## config.mk

```make
export PLATFORM = sky130hd
export DESIGN_NAME = lcd_char_stream_to_bus_writes_core
export DESIGN_NICKNAME = d
export VERILOG_FILES = /design/src/hw/rtl/lcdw_pkg.sv /design/src/hw/rtl/lcdw_front.sv /design/src/hw/rtl/lcdw_cmdq.sv /design/src/hw/rtl/lcdw_back.sv /design/src/hw/rtl/lcd_char_stream_to_bus_writes_core.sv
export SDC_FILE = /design/constraint.sdc
export NUM_CORES = 1
export LEC_CHECK = 0
export BUFFER_PORTS_ARGS = -buffer_cell sky130_fd_sc_hd__buf_2
export CAP_MARGIN = 15
export CORE_ASPECT_RATIO = 0.75
export CORE_MARGIN = 1
export CORE_UTILIZATION = 65
export DETAILED_ROUTE_END_ITERATION = 8
export GPL_ROUTABILITY_DRIVEN = 1
export PLACE_DENSITY = 0.86
export SLEW_MARGIN = 20
export SYNTH_ARGS = -nofsm -noshare
export SYNTH_HDL_FRONTEND = slang
export SYNTH_HIERARCHICAL = 1
export SYNTH_SLANG_ARGS = --single-unit
```

## constraint.sdc

```tcl
create_clock -name clk_i -period 8.8 [get_ports clk_i]
set_clock_uncertainty 0.2 [all_clocks]
set_input_delay 2.2 -clock clk_i [delete_from_list [all_inputs] [get_ports clk_i]]
set_output_delay 2.2 -clock clk_i [all_outputs]
set_load 0.01 [all_outputs]
```

## src/hw/rtl/lcdw_pkg.sv

```systemverilog
// lcdw_pkg: types, codes and character rom tables for the lcd write generator
// no dependencies
`default_nettype none

package lcdw_pkg;

  typedef struct packed {
    logic       op;
    logic [7:0] char_byte;
    logic [4:0] cursor_pos;
  } in_item_t;

  typedef struct packed {
    logic       is_data;
    logic [7:0] bus_byte;
  } out_item_t;

  typedef enum logic {
    OP_PUT    = 1'b0,
    OP_CURSOR = 1'b1
  } op_e;

  // lead byte tracking, one-hot
  typedef enum logic [2:0] {
    PFX_NONE = 3'b001,
    PFX_D0   = 3'b010,
    PFX_D1   = 3'b100
  } prefix_e;

  // classified work for the back end
  typedef enum logic [1:0] {
    K_CMD    = 2'd0,
    K_DATA   = 2'd1,
    K_MAP_D0 = 2'd2,
    K_MAP_D1 = 2'd3
  } kind_e;

  typedef struct packed {
    kind_e      kind;
    logic [7:0] value;
  } cmd_t;

  localparam logic [7:0] CH_TAB    = 8'h09;
  localparam logic [7:0] CH_LF     = 8'h0a;
  localparam logic [7:0] CH_CR     = 8'h0d;
  localparam logic [7:0] LEAD_D0   = 8'hd0;
  localparam logic [7:0] LEAD_D1   = 8'hd1;

  localparam logic [7:0] CMD_LINE1 = 8'h80;
  localparam logic [7:0] CMD_LINE2 = 8'hc0;
  localparam logic [7:0] CMD_CLEAR = 8'h01;
  localparam logic [7:0] CMD_DDRAM = 8'h80;

  localparam logic [4:0] LINE1_LAST = 5'd15;
  localparam logic [6:0] LINE2_OFS  = 7'd48;

  localparam logic [7:0] D0_LO     = 8'h90;
  localparam logic [7:0] D0_HI     = 8'hbf;
  localparam logic [7:0] D0_IO     = 8'h81;
  localparam logic [7:0] D0_IO_MAP = 8'ha2;
  localparam logic [7:0] D1_LO     = 8'h80;
  localparam logic [7:0] D1_HI     = 8'h8f;
  localparam logic [7:0] D1_YO     = 8'h91;
  localparam logic [7:0] D1_YO_MAP = 8'hb5;

  localparam int D0_DEPTH = 48;
  localparam int D1_DEPTH = 16;

  localparam logic [7:0] MAP_D0 [D0_DEPTH] = '{
    8'h41, 8'ha0, 8'h42, 8'ha1, 8'he0, 8'h45, 8'ha3, 8'ha4,
    8'ha5, 8'ha6, 8'h4b, 8'ha7, 8'h4d, 8'h48, 8'h4f, 8'ha8,
    8'h50, 8'h43, 8'h54, 8'ha9, 8'haa, 8'h58, 8'he1, 8'hab,
    8'hac, 8'he2, 8'had, 8'hae, 8'hc4, 8'haf, 8'hb0, 8'hb1,
    8'h61, 8'hb2, 8'hb3, 8'hb4, 8'he3, 8'h65, 8'hb6, 8'hb7,
    8'hb8, 8'hb9, 8'hba, 8'hbb, 8'hbc, 8'hbd, 8'h6f, 8'hbe
  };

  localparam logic [7:0] MAP_D1 [D1_DEPTH] = '{
    8'h70, 8'h63, 8'hbf, 8'h79, 8'he4, 8'h78, 8'he5, 8'hc0,
    8'hc1, 8'he6, 8'hc2, 8'hc3, 8'hc4, 8'hc5, 8'hc6, 8'hc7
  };

endpackage

`default_nettype wire

```

## src/hw/rtl/lcdw_front.sv

```systemverilog
// lcdw_front: accepts items, tracks the utf-8 lead byte and classifies work
// depends on lcdw_pkg
`default_nettype none

module lcdw_front (
  input  wire                    clk_i,
  input  wire                    rst_ni,
  input  wire                    accept_i,
  input  lcdw_pkg::in_item_t     item_i,
  output logic                   cmd_valid_o,
  output lcdw_pkg::cmd_t         cmd_o
);
  import lcdw_pkg::*;

  prefix_e    prefix_q, prefix_d;
  logic [6:0] pos_adj;
  logic [7:0] b;

  assign b = item_i.char_byte;

  always_comb begin
    pos_adj = {2'b00, item_i.cursor_pos};
    if (item_i.cursor_pos > LINE1_LAST) begin
      pos_adj = {2'b00, item_i.cursor_pos} + LINE2_OFS;
    end
  end

  always_comb begin
    prefix_d    = prefix_q;
    cmd_valid_o = 1'b0;
    cmd_o.kind  = K_DATA;
    cmd_o.value = b;
    if (item_i.op == OP_CURSOR) begin
      cmd_valid_o = accept_i;
      cmd_o.kind  = K_CMD;
      cmd_o.value = CMD_DDRAM | {1'b0, pos_adj};
    end else begin
      case (prefix_q)
        PFX_D0: begin
          cmd_valid_o = accept_i;
          cmd_o.kind  = K_MAP_D0;
          if (accept_i) prefix_d = PFX_NONE;
        end
        PFX_D1: begin
          cmd_valid_o = accept_i;
          cmd_o.kind  = K_MAP_D1;
          if (accept_i) prefix_d = PFX_NONE;
        end
        default: begin
          cmd_valid_o = accept_i;
          if (accept_i) prefix_d = PFX_NONE;
          if (b == CH_CR) begin
            cmd_o.kind  = K_CMD;
            cmd_o.value = CMD_LINE1;
          end else if (b == CH_LF) begin
            cmd_o.kind  = K_CMD;
            cmd_o.value = CMD_LINE2;
          end else if (b == CH_TAB) begin
            cmd_o.kind  = K_CMD;
            cmd_o.value = CMD_CLEAR;
          end else if (b == LEAD_D0) begin
            cmd_valid_o = 1'b0;
            if (accept_i) prefix_d = PFX_D0;
          end else if (b == LEAD_D1) begin
            cmd_valid_o = 1'b0;
            if (accept_i) prefix_d = PFX_D1;
          end
        end
      endcase
    end
  end

  always_ff @(posedge clk_i or negedge rst_ni) begin
    if (!rst_ni) begin
      prefix_q <= PFX_NONE;
    end else begin
      prefix_q <= prefix_d;
    end
  end

endmodule

`default_nettype wire

```

## src/hw/rtl/lcdw_cmdq.sv

```systemverilog
// lcdw_cmdq: two-entry queue of classified work between front and back
// depends on lcdw_pkg
`default_nettype none

module lcdw_cmdq (
  input  wire                clk_i,
  input  wire                rst_ni,
  input  wire                push_i,
  input  lcdw_pkg::cmd_t     data_i,
  output logic               full_o,
  output logic               valid_o,
  input  wire                pop_i,
  output lcdw_pkg::cmd_t     data_o
);
  import lcdw_pkg::*;

  cmd_t       mem_q [2];
  logic       wr_q, rd_q;
  logic [1:0] cnt_q, cnt_d;
  logic       do_push, do_pop;

  assign full_o  = (cnt_q == 2'd2);
  assign valid_o = (cnt_q != 2'd0);
  assign data_o  = mem_q[rd_q];
  assign do_push = push_i && !full_o;
  assign do_pop  = pop_i && valid_o;

  always_comb begin
    cnt_d = cnt_q;
    if (do_push && !do_pop) cnt_d = cnt_q + 2'd1;
    if (!do_push && do_pop) cnt_d = cnt_q - 2'd1;
  end

  always_ff @(posedge clk_i) begin
    if (do_push) mem_q[wr_q] <= data_i;
  end

  always_ff @(posedge clk_i or negedge rst_ni) begin
    if (!rst_ni) begin
      wr_q  <= 1'b0;
      rd_q  <= 1'b0;
      cnt_q <= 2'd0;
    end else begin
      cnt_q <= cnt_d;
      if (do_push) wr_q <= !wr_q;
      if (do_pop)  rd_q <= !rd_q;
    end
  end

endmodule

`default_nettype wire

```

## src/hw/rtl/lcdw_back.sv

```systemverilog
// lcdw_back: maps classified work to bus writes and holds them in the result queue
// depends on lcdw_pkg
`default_nettype none

module lcdw_back (
  input  wire                   clk_i,
  input  wire                   rst_ni,
  input  wire                   cmd_valid_i,
  input  lcdw_pkg::cmd_t        cmd_i,
  output logic                  cmd_pop_o,
  output logic                  empty_o,
  input  wire                   pop_i,
  output lcdw_pkg::out_item_t   item_o
);
  import lcdw_pkg::*;

  out_item_t  mem_q [2];
  out_item_t  res;
  logic       wr_q, rd_q;
  logic [1:0] cnt_q, cnt_d;
  logic       full, do_pop;
  logic [7:0] v;
  logic [7:0] d0_off;

  assign v      = cmd_i.value;
  assign d0_off = v - D0_LO;

  always_comb begin
    res.is_data  = 1'b1;
    res.bus_byte = v;
    case (cmd_i.kind)
      K_CMD: begin
        res.is_data = 1'b0;
      end
      K_MAP_D0: begin
        if (v >= D0_LO && v <= D0_HI) res.bus_byte = MAP_D0[d0_off[5:0]];
        else if (v == D0_IO)          res.bus_byte = D0_IO_MAP;
      end
      K_MAP_D1: begin
        if (v >= D1_LO && v <= D1_HI) res.bus_byte = MAP_D1[v[3:0]];
        else if (v == D1_YO)          res.bus_byte = D1_YO_MAP;
      end
      default: begin
        res.is_data = 1'b1;
      end
    endcase
  end

  assign full      = (cnt_q == 2'd2);
  assign empty_o   = (cnt_q == 2'd0);
  assign item_o    = mem_q[rd_q];
  assign cmd_pop_o = cmd_valid_i && !full;
  assign do_pop    = pop_i && !empty_o;

  always_comb begin
    cnt_d = cnt_q;
    if (cmd_pop_o && !do_pop) cnt_d = cnt_q + 2'd1;
    if (!cmd_pop_o && do_pop) cnt_d = cnt_q - 2'd1;
  end

  always_ff @(posedge clk_i) begin
    if (cmd_pop_o) mem_q[wr_q] <= res;
  end

  always_ff @(posedge clk_i or negedge rst_ni) begin
    if (!rst_ni) begin
      wr_q  <= 1'b0;
      rd_q  <= 1'b0;
      cnt_q <= 2'd0;
    end else begin
      cnt_q <= cnt_d;
      if (cmd_pop_o) wr_q <= !wr_q;
      if (do_pop)    rd_q <= !rd_q;
    end
  end

endmodule

`default_nettype wire

```

## src/hw/rtl/lcd_char_stream_to_bus_writes_core.sv

```systemverilog
// lcd_char_stream_to_bus_writes_core: top level of the character lcd write generator
// depends on lcdw_pkg, lcdw_front, lcdw_cmdq, lcdw_back
`default_nettype none

// Turns a character byte stream and cursor moves into display bus writes
// (register select plus byte). One item is taken every cycle while full is
// low. The edge that takes an item writes its work into the classify queue;
// from there it is written into the two-entry result queue, whose head is on
// the result ports for pop to take.
// UTF-8 lead bytes 0xD0 and 0xD1 give no result; the byte after one is mapped
// into the display character rom. full rises only when both queues back up
// because pop stays low.
module lcd_char_stream_to_bus_writes_core (
  input  wire                   clk_i,
  input  wire                   rst_ni,
  input  wire                   push,
  output logic                  full,
  input  lcdw_pkg::in_item_t    in_item_i,
  output logic                  empty,
  input  wire                   pop,
  output lcdw_pkg::out_item_t   out_item_o
);
  import lcdw_pkg::*;

  logic accept;
  logic cq_push, cq_full, cq_valid, cq_pop;
  cmd_t cq_in, cq_out;

  assign accept = push && !full;
  assign full   = cq_full;

  lcdw_front u_front (
    .clk_i       (clk_i),
    .rst_ni      (rst_ni),
    .accept_i    (accept),
    .item_i      (in_item_i),
    .cmd_valid_o (cq_push),
    .cmd_o       (cq_in)
  );

  lcdw_cmdq u_cmdq (
    .clk_i   (clk_i),
    .rst_ni  (rst_ni),
    .push_i  (cq_push),
    .data_i  (cq_in),
    .full_o  (cq_full),
    .valid_o (cq_valid),
    .pop_i   (cq_pop),
    .data_o  (cq_out)
  );

  lcdw_back u_back (
    .clk_i       (clk_i),
    .rst_ni      (rst_ni),
    .cmd_valid_i (cq_valid),
    .cmd_i       (cq_out),
    .cmd_pop_o   (cq_pop),
    .empty_o     (empty),
    .pop_i       (pop),
    .item_o      (out_item_o)
  );

  // a cursor move always produces work
  a_cursor_pushes: assert property (@(posedge clk_i) disable iff (!rst_ni)
    (accept && in_item_i.op == OP_CURSOR) |-> cq_push)
    else $error("cursor item dropped");

  // results never appear without queued work
  a_no_phantom: assert property (@(posedge clk_i) disable iff (!rst_ni)
    (empty && !cq_valid) |=> empty)
    else $error("result appeared from nothing");

  // back end only drains a non-empty queue
  a_pop_valid: assert property (@(posedge clk_i) disable iff (!rst_ni)
    cq_pop |-> cq_valid)
    else $error("queue drained while empty");

endmodule

`default_nettype wire
```

After elaboration in Yosys (flattened, before gate mapping)
Memory sizes are Yosys's and may differ from the RTL's.
Cells that the tools add are included.
{ "word_totals": {"inputBits": 18, "latch_bits": 0, "reg_bits": 11, "ram_bits": 38, "output_inout_bits": 11, "n_memories": 4, "mem_bits_ro": 640} }
{ "op_classes": {"n_shift": 0, "eq_ne": 13, "n_addsub": 6, "n_mux": 41, "n_mul": 0, "bitwise": 2, "reduce_logical": 28, "n_lt_le_gt_ge": 7, "div_mod_pow": 0} }
{ "memory_table": {"columns": ["memory", "words", "word_bits", "rd", "rd_clocked_by_memory_dff", "wr", "line_no", "text"], "rows": [
  ["(no name shown)", 64, 8, 1, 0, 0, "lcdw_back.sv:36", "if (v >= D0_LO && v <= D0_HI) res.bus_byte = MAP_D0[d0_off[5:0]];"],
  ["(no name shown)", 16, 8, 1, 0, 0, "lcdw_back.sv:40", "if (v >= D1_LO && v <= D1_HI) res.bus_byte = MAP_D1[v[3:0]];"],
  ["u_cmdq.mem_q", 2, 10, 1, 0, 1, "lcdw_cmdq.sv:17", "cmd_t mem_q [2];"],
  ["u_back.mem_q", 2, 9, 1, 0, 1, "lcdw_back.sv:17", "out_item_t mem_q [2];"]
]} }
{ "op_table": {"columns": ["cell", "n"], "rows": [
  ["$mux 8", 9],
  ["$eq 8x8->1 const B", 4],
  ["$mux 10", 3],
  ["$mux 3", 9],
  ["$eq 8x4->1 const B", 3],
  ["$ge 8x8->1 const B", 2],
  ["$le 8x8->1 const B", 2],
  ["$pmux 8 s2", 1],
  ["$mux 1", 12],
  ["$logic_and 1x1->1", 11],
  ["$logic_not 1->1", 11],
  ["$mux 9", 1],
  ["$eq 2x2->1 const B", 4],
  ["$mux 2", 4],
  ["$add 5x6->7 const B", 1],
  ["$ge 7x7->1 const B", 1],
  ["$mux 7", 1],
  ["$not 6->7", 1],
  ["$reduce_bool 2->1", 3],
  ["$sub 6x5->6 const B", 1],
  ["$ge 5x5->1 const B", 1],
  ["$gt 5x4->1 const B", 1],
  ["$not 4->5", 1],
  ["$add 2x1->2 const B", 2],
  ["6 further kinds", 8]
]} }

Depth between registers and ports, before layout
{ "depth": {"ltp_word": 14, "depth_mapped": 10, "mapped_depth_nobuf": 9} }

Cells and area by module
The synthesis kept the hierarchy.
{ "by_module_without_submodules": {"columns": ["mod", "n_inst", "cells_per_inst", "area_per_inst_um2", "seq_area_each_um2"], "rows": [
  ["lcdw_back", 1, 217, 1968.1, 640.6],
  ["lcdw_cmdq", 1, 49, 917.1, 700.7],
  ["lcdw_front", 1, 60, 435.4, 76.3],
  ["lcd_char_stream_to_bus_writes_core", 1, 1, 13.8, 0.0]
]} }

Worst setup path after synthesis
No wires, ideal clock.
{ "synth_timing": {"path_type": "input -> register", "start": "input port in_item_i[8] (netlist name)", "end": "register u_cmdq.cnt_q[1]", "path_slack_ns": 4.849, "arrival_ns": 3.672, "path_buffers": 0, "required_ns": 8.521, "stages": 8, "cell_sequence": "nor4b_2 -> nand3_1 -> or3_4 -> o21a_1 -> nand2_1 -> ha_1 -> nor2_1 -> xor2_1"} }
{ "synth_via": {"elab_chain_len": 12, "elab_cells_between_ends": 18} }
{ "synth_rtl": {"columns": ["item", "line_no", "text"], "rows": [
  ["start, declared", "lcd_char_stream_to_bus_writes_core.sv:18", "input lcdw_pkg::in_item_t in_item_i,"],
  ["$eq 8x8->1", "lcdw_front.sv:64", "end else if (b == LEAD_D1) begin"],
  ["$mux 1", "lcdw_front.sv:64", null],
  ["$mux 1", "lcdw_front.sv:61", "end else if (b == LEAD_D0) begin"],
  ["$mux 1", "lcdw_front.sv:58", "end else if (b == CH_TAB) begin"],
  ["$mux 1", "lcdw_front.sv:55", "end else if (b == CH_LF) begin"],
  ["$mux 1 *", "lcdw_front.sv:52", "if (b == CH_CR) begin"],
  ["$mux 1 *", "lcdw_front.sv:38", "case (prefix_q)"],
  ["$mux 1 *", "lcdw_front.sv:33", "if (item_i.op == OP_CURSOR) begin"],
  ["named net cq_push", "lcd_char_stream_to_bus_writes_core.sv:26", "logic cq_push, cq_full, cq_valid, cq_pop;"],
  ["$logic_and 1x1->1 *", "lcdw_cmdq.sv:25", "assign do_push = push_i && !full_o;"],
  ["$logic_not 1->1", "lcdw_cmdq.sv:31", "if (!do_push && do_pop) cnt_d = cnt_q - 2'd1;"],
  ["$logic_and 1x1->1", "lcdw_cmdq.sv:31", null],
  ["$mux 2 or $reduce_bool 2->1 (tied branches)", null, null],
  ["end signal, assigned", "lcdw_cmdq.sv:44", "cnt_q <= cnt_d;"],
  ["end, declared", "lcdw_cmdq.sv:19", "logic [1:0] cnt_q, cnt_d;"]
]} }
Mark *: on every way through the listed nets, which the timed path passes. The rest lies on a longest branch.
A chain may end at the register's enable or synchronous reset.

Worst setup path after layout
Ends and elaborated chain as after synthesis.

==> reports/metrics.csv <==
stage,metric,value,unit
critical_path,largest stage delay on the critical path,350,ps
routing,DRT Pass-1 Iters,8,
routing,vias post-DR,2695,
timing,setup violators final,0,
floorplan,I/O pins,29,
floorplan,die area,0.00542,mm²
place,dpl ws,4580,ps
finish,sequential cell area,0.00142,mm²
timing,setup TNS,0,ps
timing,Tmin final,3910,ps
finish,"most common cell after layout, fill and taps aside",edfxtp_1,
timing,fin crit share,0.444,
critical_path,"Cell Chain, Critical Path",buf_2 -> nor4b_2 -> nand3_1 -> or3_4 -> o21a_1 -> nand2_1 -> ha_1 -> xnor2_1 -> nor2_1 -> xor2_1,
clocking,CTS Buffer Depth,2,
routing,vias per inst,6.65,
global_routing,largest net degree at the start of global routing,44,
finish,nets@finish,376,
routing,drt drc,0,
finish,share of cells above drive strength 1,0.209,
yosys,Synth Area in Compound Gates,0.205,
power_and_ir_drop,Static Leak,1.36,nW
clocking,total CTS buffers,5,
floorplan,Core Box Area,0.00490,mm²
yosys,Mapped Nets,359,
floorplan,Die Y,64.0,µm
critical_path,CP endpoint kind,flop,
critical_path,Crit Path Max Fanout,3,
yosys,synth top area cells,"edfxtp_1 34%, dfrtp_1 7.5%, mux2_2 7.4%",
timing,final hold vios,0,
yosys,post-synthesis simple-gate area fraction,0.158,
clocking,Max H-tree Level,2,
yosys,Post-synth ARST share,0.224,
global_routing,initial antenna violation count,0,
finish,Inserted Diodes,0,
yosys,Yosys Warn Count,6,
clocking,cts hold-fix bufs,0,
routing,DRT iter0 DRCs,428,
critical_path,Critical Path AT,3890,ps
place,PortBufs,28,
yosys,Synth cell types,69,
global_routing,residual overflow from global routing,0,
yosys,Post-synth EDFFs,38,
global_routing,GRT Total Usage,0.287,
floorplan,Die W,84.7,µm
yosys,Synth Area per Inst,10.2,µm²
finish,Multi-input gate area,0.00177,mm²
yosys,Yosys top cell area share,0.342,
place,global placer's final weighted congestion,0.967,
critical_path,slowest CP cell,or3_4,
clocking,Clock transition at path regs,80,ps
yosys,area of the mapped netlist,0.00333,mm²
power_and_ir_drop,maximum vdd ir drop,0.221,mV
timing,RSZ-0062 raised after global routing,false,
timing,fmax,256,MHz
floorplan,Starting Density,0.681,
clocking,CTS resizes,0,
clocking,root buf cell,clkbuf_8,
yosys,"FF+latch count, synth",49,
global_routing,vias in the first global route,2434,
routing,Avg WL per Cell,17.6,µm
critical_path,CP Class,primary input to flop,
yosys,Gate Count Post-Synth,327,
routing,Post-Route WL,7130,µm
clocking,Sink Count,49,
yosys,Synth Area in XOR/XNOR,0.0341,
yosys,largest family of logic cells by synthesized area,compound AO/OA/AOI/OAI gates,
critical_path,Critical Path RT,8780,ps
flow_run,max cap viols,0,
min_path,Hold Path Class,flop to flop,
yosys,dominant synthesized flop cell,edfxtp_1,
yosys,Synth Area in Adders,0.0525,
yosys,post-synthesis mux area share,0.0803,
critical_path,"Largest delay share family, worst path",simple AND/OR/NAND/NOR gates,
power_and_ir_drop,Power Dens Cells,378,mW/mm²
clocking,Skew-Pair Late Insertion Delay,290,ps
clocking,CTS tree,yes,
outcome,status,"complete, no violations",
finish,highest-count cells in the layout ignoring fill and taps,"38 x edfxtp_1, 28 x buf_2, 22 x mux2_2, 21 x nor2_1, 21 x nand2_1",
global_routing,first-pass GRT wire length,12100,µm
yosys,part of the Yosys area used for sequential elements,0.425,
clocking,Setup Buffers After CTS,0,
critical_path,CP Launch Type,primary input,
timing,setup ws final,4890,ps
finish,area grow syn2layout,6.15,%
timing,fin. max-slew vios,0,
routing,Antenna Nets Post-Route,0,
timing,Rel. slew slack,0.435,
place,hpwl dp,5240,µm
critical_path,CP Buf/Inv Count,1,
floorplan,# rows,22,
yosys,dominant cell type by area after synthesis,edfxtp_1,
timing,Slew @ Worst Pin,845,ps
finish,Fillers,359,
Yosys cell counts (all sizes together), types with 3 or more instances:
cell type and number:
inv 14, a21oi 17, o21ai 20, xnor2 9
o211ai 8, nor2b 7, mux2 22, dfrtp 10
nor2 21, nor3 7, clkbuf 9, edfxtp 38
buf 9, o22ai 6, and2 3, o31ai 5
nor3b 6, xor2 4, ha 14, nand3 6
a31oi 9, nand2b 9, a21o 6, a21boi 3
nand2 21
kinds of logic (layout without fill, tap and decap cells):
logic type / after synthesis / after routing
flops: 49 / 49
buf+inv: 32 / 50
simple gates: 94 / 94
xor+xnor: 13 / 13
fa+ha+maj: 14 / 14
mux: 24 / 24
compound gates: 101 / 101
flip-flops by register name, indices dropped and copies added (netlist names), named ones only:
| name | flops |
|---|---|
| u_back/cnt_q | 2 |
| u_back/mem_q | 18 |
| u_back/rd_q | 1 |
| u_back/wr_q | 1 |
| u_cmdq/cnt_q | 2 |
| u_cmdq/mem_q | 20 |
| u_cmdq/rd_q | 1 |
| u_cmdq/wr_q | 1 |
| u_front/prefix_q | 1 |
layout make-up:
type                            count  area share
Clock inverter                      2     0.00389
Tap cell                           60      0.0212
Multi-Input combinational cell    246       0.499
Inverter                           14      0.0148
Timing Repair Buffer               28      0.0396
Sequential cell                    49       0.400
Clock buffer                        6      0.0205
worst reg2reg max path, cell delays in order (launching register included):
cell and delay (ps):
dfrtp_1 670, mux2_2 560, inv_1 300, ha_1 340, and4bb_1 320, o21ai_2 140, a2111oi_0 610, o41ai_1 250
report_power, final:
| group | total (mW) | switching [mW] | internal [mW] | leakage (nW) |
|---|---|---|---|---|
| clock | 0.125 | 0.0682 | 0.0566 | 0.0456 |
| combinational | 0.792 | 0.479 | 0.313 | 0.831 |
| sequential | 0.420 | 0.0475 | 0.372 | 0.484 |
| total | 1.34 | 0.595 | 0.742 | 1.36 |
worst paths after layout:
check,from,end,slack (ps),cells past startpoint
hold reg to reg,u_cmdq/cnt_q[1],u_cmdq/cnt_q[1],300,1
min in group asynchronous,rst_ni,u_back/wr_q,1570,1
setup reg to reg,u_cmdq/rd_q,u_back/mem_q[0][0],5130,7
max in group asynchronous,rst_ni,u_front/prefix_q[0],6550,1
setup / recovery,in_item_i[8],u_cmdq/cnt_q[1],4890,10
hold / removal,u_cmdq/cnt_q[1],u_cmdq/cnt_q[1],300,1
stage by stage:
step           utilization  total power [mW]  cells  area [µm²]  hold slack [ps]
5_1_grt              0.722              1.42    405        3540              327
3_3_place_gp         0.705              1.17    397        3450              275
6_report             0.722              1.34    405        3540              296
2_1_floorplan            -              1.02    327        3330              256
4_1_cts              0.722              1.32    405        3540              296
3_5_place_dp         0.705              1.19    397        3450              283
routing by layer:
metal	GRT usage	vias to the layer above	wire, µm
li1	-	1266	-
met4	0.0551	0	85
met5	0	-	0
met1	0.426	1264	3090
met3	0.0568	18	753
met2	0.444	147	3200
No activity file was read; power rests on OpenSTA's default activity.
